[src/vcc_pkg.sv]
// ----------------------------------------------------------------------------
// View cone cull package
// Shared constants, codes and state types of the view cone cull block.
// ----------------------------------------------------------------------------
package vcc_pkg;

  localparam int unsigned MONITOR_SLOTS_DEF = 16;

  localparam int unsigned CFG_IDX_W = 1;
  localparam logic [CFG_IDX_W-1:0] CFG_COS_THRESHOLD = 1'b0;
  localparam logic [CFG_IDX_W-1:0] CFG_HOLD_FRAMES = 1'b1;

  localparam logic signed [15:0] COS_THRESHOLD_RST = 16'sd9397;
  localparam logic [7:0] HOLD_FRAMES_RST = 8'd30;
  localparam logic signed [15:0] UNIT_ONE = 16'sd16384;

  localparam logic [1:0] KIND_LEFT = 2'd0;
  localparam logic [1:0] KIND_RIGHT = 2'd1;
  localparam logic [1:0] KIND_TEST = 2'd2;

  localparam logic [1:0] ACT_NONE = 2'd0;
  localparam logic [1:0] ACT_RESUME = 2'd1;
  localparam logic [1:0] ACT_PAUSE = 2'd2;

  localparam int unsigned QUOT_W = 25;

  typedef enum logic [2:0] {
    ST_IDLE,
    ST_NORM,
    ST_MUL,
    ST_ROOT,
    ST_DONE
  } vcc_state_e;

  typedef enum logic [1:0] {
    SD_IDLE,
    SD_ROOT,
    SD_PREP,
    SD_DIV
  } sd_state_e;

endpackage

[src/vcc_sqdiv.sv]
// ----------------------------------------------------------------------------
// Root and divide unit
// Bit-serial integer square root of the squared length, followed by a
// restoring division of the rounded dot product magnitude by that length.
// ----------------------------------------------------------------------------
module vcc_sqdiv (
  input  logic                       clk_i,
  input  logic                       rst_ni,
  input  logic                       start_i,
  input  logic [63:0]                sumsq_i,
  input  logic [63:0]                dot_mag_i,
  output logic                       done_o,
  output logic [vcc_pkg::QUOT_W-1:0] quot_o
);
  import vcc_pkg::*;

  sd_state_e state_q, state_d;
  logic [63:0] n_q, r_q, bit_q;
  logic [31:0] len_q, rem_q;
  logic [QUOT_W-1:0] num_q, quot_q;
  logic [4:0] cnt_q;
  logic done_q;

  logic [63:0] trial;
  logic [31:0] len_c;
  logic [63:0] num_c;
  logic [32:0] rem2;
  logic fits;

  assign trial = r_q + bit_q;
  assign len_c = (r_q == 64'd0) ? 32'd1 : r_q[31:0];
  assign num_c = dot_mag_i + {33'd0, len_c[31:1]};
  assign rem2 = {rem_q, num_q[QUOT_W-1]};
  assign fits = rem2 >= {1'b0, len_q};

  always_comb begin
    state_d = state_q;
    case (state_q)
      SD_IDLE: if (start_i) state_d = SD_ROOT;
      SD_ROOT: if (bit_q == 64'd1) state_d = SD_PREP;
      SD_PREP: state_d = SD_DIV;
      SD_DIV:  if (cnt_q == 5'd0) state_d = SD_IDLE;
      default: state_d = SD_IDLE;
    endcase
  end

  always_ff @(posedge clk_i or negedge rst_ni) begin
    if (!rst_ni) begin
      state_q <= SD_IDLE;
      done_q <= 1'b0;
    end else begin
      state_q <= state_d;
      done_q <= (state_q == SD_DIV) && (cnt_q == 5'd0);
    end
  end

  always_ff @(posedge clk_i) begin
    case (state_q)
      SD_IDLE: begin
        n_q <= sumsq_i;
        r_q <= 64'd0;
        bit_q <= 64'd1 << 62;
      end
      SD_ROOT: begin
        if (n_q >= trial) begin
          n_q <= n_q - trial;
          r_q <= (r_q >> 1) + bit_q;
        end else begin
          r_q <= r_q >> 1;
        end
        bit_q <= bit_q >> 2;
      end
      SD_PREP: begin
        len_q <= len_c;
        rem_q <= num_c[QUOT_W+31:QUOT_W];
        num_q <= num_c[QUOT_W-1:0];
        quot_q <= '0;
        cnt_q <= 5'(QUOT_W - 1);
      end
      SD_DIV: begin
        rem_q <= fits ? 32'(rem2 - {1'b0, len_q}) : rem2[31:0];
        num_q <= num_q << 1;
        quot_q <= {quot_q[QUOT_W-2:0], fits};
        cnt_q <= cnt_q - 5'd1;
      end
      default: ;
    endcase
  end

  assign done_o = done_q;
  assign quot_o = quot_q;

endmodule

[config.mk]
export PLATFORM = sky130hd
export DESIGN_NAME = vcc_sqdiv
export DESIGN_NICKNAME = d
export VERILOG_FILES = /design/src/vcc_pkg.sv /design/src/vcc_sqdiv.sv
export SDC_FILE = /design/constraint.sdc
export NUM_CORES = 1
export LEC_CHECK = 0
export BUFFER_PORTS_ARGS = -buffer_cell sky130_fd_sc_hd__buf_2
export CORE_ASPECT_RATIO = 0.8
export CORE_UTILIZATION = 35
export CTS_CLUSTER_SIZE = 20
export DETAILED_ROUTE_END_ITERATION = 6
export MAX_ROUTING_LAYER = met4
export PLACE_DENSITY = 0.61
export SLEW_MARGIN = 20
export SYNTH_ARGS = -nofsm -noshare
export SYNTH_HDL_FRONTEND = slang
export SYNTH_SLANG_ARGS = --single-unit
[constraint.sdc]
create_clock -name clk_i -period 6.5 [get_ports clk_i]
set_clock_uncertainty 0.1 [all_clocks]
set_input_delay 0.65 -clock clk_i [delete_from_list [all_inputs] [get_ports clk_i]]
set_output_delay 0.65 -clock clk_i [all_outputs]
set_load 0.01 [all_outputs]
==> flow_summary.yaml <==
routing:
  routed_wl_mm: 72.5
  ant_nets: 0
  routedWlPerCell_um: 19.1
  viasPerCell: 5.57
  dr.pass1.iters: 5
  drtIter0Drc: 1924
  post-route-drc-count: 0
  dr_total_vias: 21134
logic_synthesis:
  syn-instance-count: 2747
  synth_edf_count: 279
  synth-main-ff-cell: "edfxtp_1"
  synthDistinctLibCells: 91
  synth_top_area_share_pct: 34.0
  ys_ff_latch: 282
  async_flop_share_pct: 1.06
  syn_area_per_cell_um2: 8.97
  syn_area_um2: 24600
  yosysSeqAreaShare_pct: 34.3
  syn_nets: 3079
  synth.largest_area_cell: "edfxtp_1"
  synthTopCellsByArea: "edfxtp_1, ha_1, a21oi_1"
  ys_warn_count: 0
global_route:
  grt_pass1_vias: 19681
  busiest_layer: "met2"
  grt_max_degree: 74
  use_met1_pct: 28.6
  grt_first_pass_wirelength_mm: 112
  use_met3_pct: 2.88
  gr-usage-all-layers_pct: 20.3
  grt_overflow: 0
  antenna_found_initial: 1
  grt_use_met2_pct: 30.7
timing:
  finalCriticalPeriod_ns: 6.08
  slew_violations: 0
  tns_ns: 0
  setup_slack_ns: 0.419
  maxSlewHeadroom_pct: 22.3
  setup_viol: 0
  rsz0062_at_grt: "no"
  final_hold_viol_count: 0
  tightestPinTransition_ns: 1.16
  period_share_pct: 93.5
  max_freq_ghz: 0.164
  hold-worst-slack_ns: 0.258
setup_path:
  critPathLaunchType: "flop"
  required_ns: 6.72
  cp_max_fo: 8
  critical_path_class: "reg2reg"
  end_kind: "flop"
  arrival_ns: 6.30
placement:
  hpwl_mm: 55.4
  io_buffers: 149
  globalplace.congestion: 0.940
  dpl_worst_slack_ns: 0.142
cells_and_area:
  synthToLayoutAreaGrowth_pct: 12.3
  fillers: 7022
  drive_above_1_share_pct: 14.3
  final_cell_mix: "edfxtp_1, nand2_1, a21oi_1"
  fin_nets: 3172
  layout_commonest_cell: "edfxtp_1"
floorplanning:
  std_cell_rows: 86
  chipWidth_um: 299
  ioPinCount: 157
  die_h_um: 239
  core_area_um2: 69300
  dieArea_um2: 71500
  start_util_pct: 35.6
flow_run:
  maxCapViolCount: 0
worst_hold_path:
  hold_path_class: "in2reg"
clock_network:
  insertion_delay_ns: 0.58
  cts_made_buffers: 37
  clk_pin_slew_ns: 0.06
  h-tree-depth: 2
  clock-sinks: 282
  clock_path_buffers: 3
  cts_tree: "done"
  cts_root_buf: "clkbuf_16"
run_status:
  outcome: "complete, no violations"
-- sequential cells by signal, summed over array words and instances, names as in the netlist --
| register | flops |
|---|---|
| r_q | 64 |
| quot_o | 25 |
| cnt_q | 5 |
| rem_q | 32 |
| done_o | 1 |
| n_q | 64 |
| num_q | 25 |
| bit_q | 32 |
| len_q | 32 |
| state_q | 2 |
-- per-stage QoR --
stage / std cells / cell area (um2) / util (%)
2_1_floorplan: 2747 / 24600 / -
3_3_place_gp: 3722 / 26400 / 38.1
3_5_place_dp: 3722 / 26400 / 38.1
4_1_cts: 3788 / 27600 / 39.9
5_1_grt: 3791 / 27700 / 39.9
6_report: 3791 / 27700 / 39.9
-- cell usage after synthesis, types with 5 or more instances --
| library cell | number |
|---|---|
| edfxtp_1 | 279 |
| nand2_1 | 239 |
| a21oi_1 | 214 |
| nor2_1 | 201 |
| ha_1 | 198 |
| o21ai_0 | 178 |
| clkbuf_1 | 134 |
| xor2_1 | 119 |
| xnor2_1 | 116 |
| inv_1 | 98 |
| and2_1 | 74 |
| a31oi_1 | 71 |
| a21o_1 | 67 |
| mux2_2 | 57 |
| nand3_1 | 55 |
| nand4_1 | 55 |
| nor3_1 | 47 |
| o21bai_1 | 42 |
| nor2b_1 | 37 |
| nand2b_1 | 33 |
| nor4_1 | 30 |
| and3_1 | 29 |
| o211ai_1 | 28 |
| a31o_2 | 25 |
| mux2i_1 | 25 |
| o21a_1 | 23 |
| a211oi_2 | 19 |
| o31ai_1 | 18 |
| or3_1 | 18 |
| a211oi_1 | 16 |
| buf_2 | 16 |
| o21ai_1 | 15 |
| or2_2 | 14 |
| a21boi_0 | 11 |
| and4_1 | 11 |
| a211o_1 | 8 |
| o31a_1 | 8 |
| a41oi_1 | 6 |
| buf_6 | 6 |
| nor3b_1 | 6 |
| a2111oi_0 | 5 |
| nand3b_1 | 5 |
| nor4b_1 | 5 |
| o41ai_1 | 5 |
-- path summary, 6_finish.rpt --
kind                                    startpoint                 endpoint  slack [ns]  cells after the start
max                        bit_q[12]$_SDFFCE_PN0P_        n_q[61]$_DFFE_PP_        0.42                     22
min                                    sumsq_i[16]        n_q[16]$_DFFE_PP_        0.26                      3
max reg2reg                bit_q[12]$_SDFFCE_PN0P_        n_q[61]$_DFFE_PP_        0.42                     22
min reg2reg                quot_o[8]$_SDFFCE_PN0P_  quot_o[9]$_SDFFCE_PN0P_        0.41                      1
max in group asynchronous                   rst_ni   state_q[1]$_DFFE_PN0P_        5.83                      2
min in group asynchronous                   rst_ni         done_o$_DFF_PN0_        0.34                      2
-- critical path, cell delays in order (launching register included) --
cell	delay (ns)
edfxtp_1	0.41
ha_1	0.46
nand4_1	0.16
nor3_1	0.23
a221o_1	0.26
a41oi_2	0.19
o31ai_1	0.41
nor2b_1	0.38
nor2_1	0.07
nor2_1	0.08
o21ai_0	0.09
xor2_1	0.18
ha_1	0.44
nand3_1	0.23
nor4_4	0.37
a211oi_1	0.12
o31ai_1	0.14
a21oi_1	0.25
a211oi_2	0.41
o21ai_1	0.15
a21oi_1	0.30
o21ai_0	0.15
a31o_2	0.24
-- logic make-up after synthesis --
kind of cell	synth area share (%)
simple gates	17.6
compound gates	21.6
flops	34.3
buf+inv	4.19
xor+xnor	8.35
fa+ha+maj	10.3
mux	3.62
-- timing repair --
item                                   CTS  global route
hold buffers                             1             0
gates resized for setup                  0             5
endpoints found under the hold margin    3             0
setup endpoints to repair                0           110
setup buffers                            0             2
-- final cells by class --
type,instances,area [um2],area share [%]
antenna,1,2.50,0.00904
clock buffer,41,941,3.40
clock inverter,24,246,0.891
inverter,98,368,1.33
multi-input combinational,2208,15200,55.0
sequential,282,8450,30.5
tap,924,1160,4.18
timing repair buffer,213,1280,4.62
-- metal layers --
layer | vias to the layer above | part of all wire (%)
met5 | - | 0
met4 | 0 | 1.9
met3 | 91 | 5.6
met2 | 557 | 44
met1 | 10103 | 48
li1 | 10383 | -
Power is left out: the tool's default activity adds up to more than one toggle a clock period on the data nets, which glitch-free logic cannot reach.
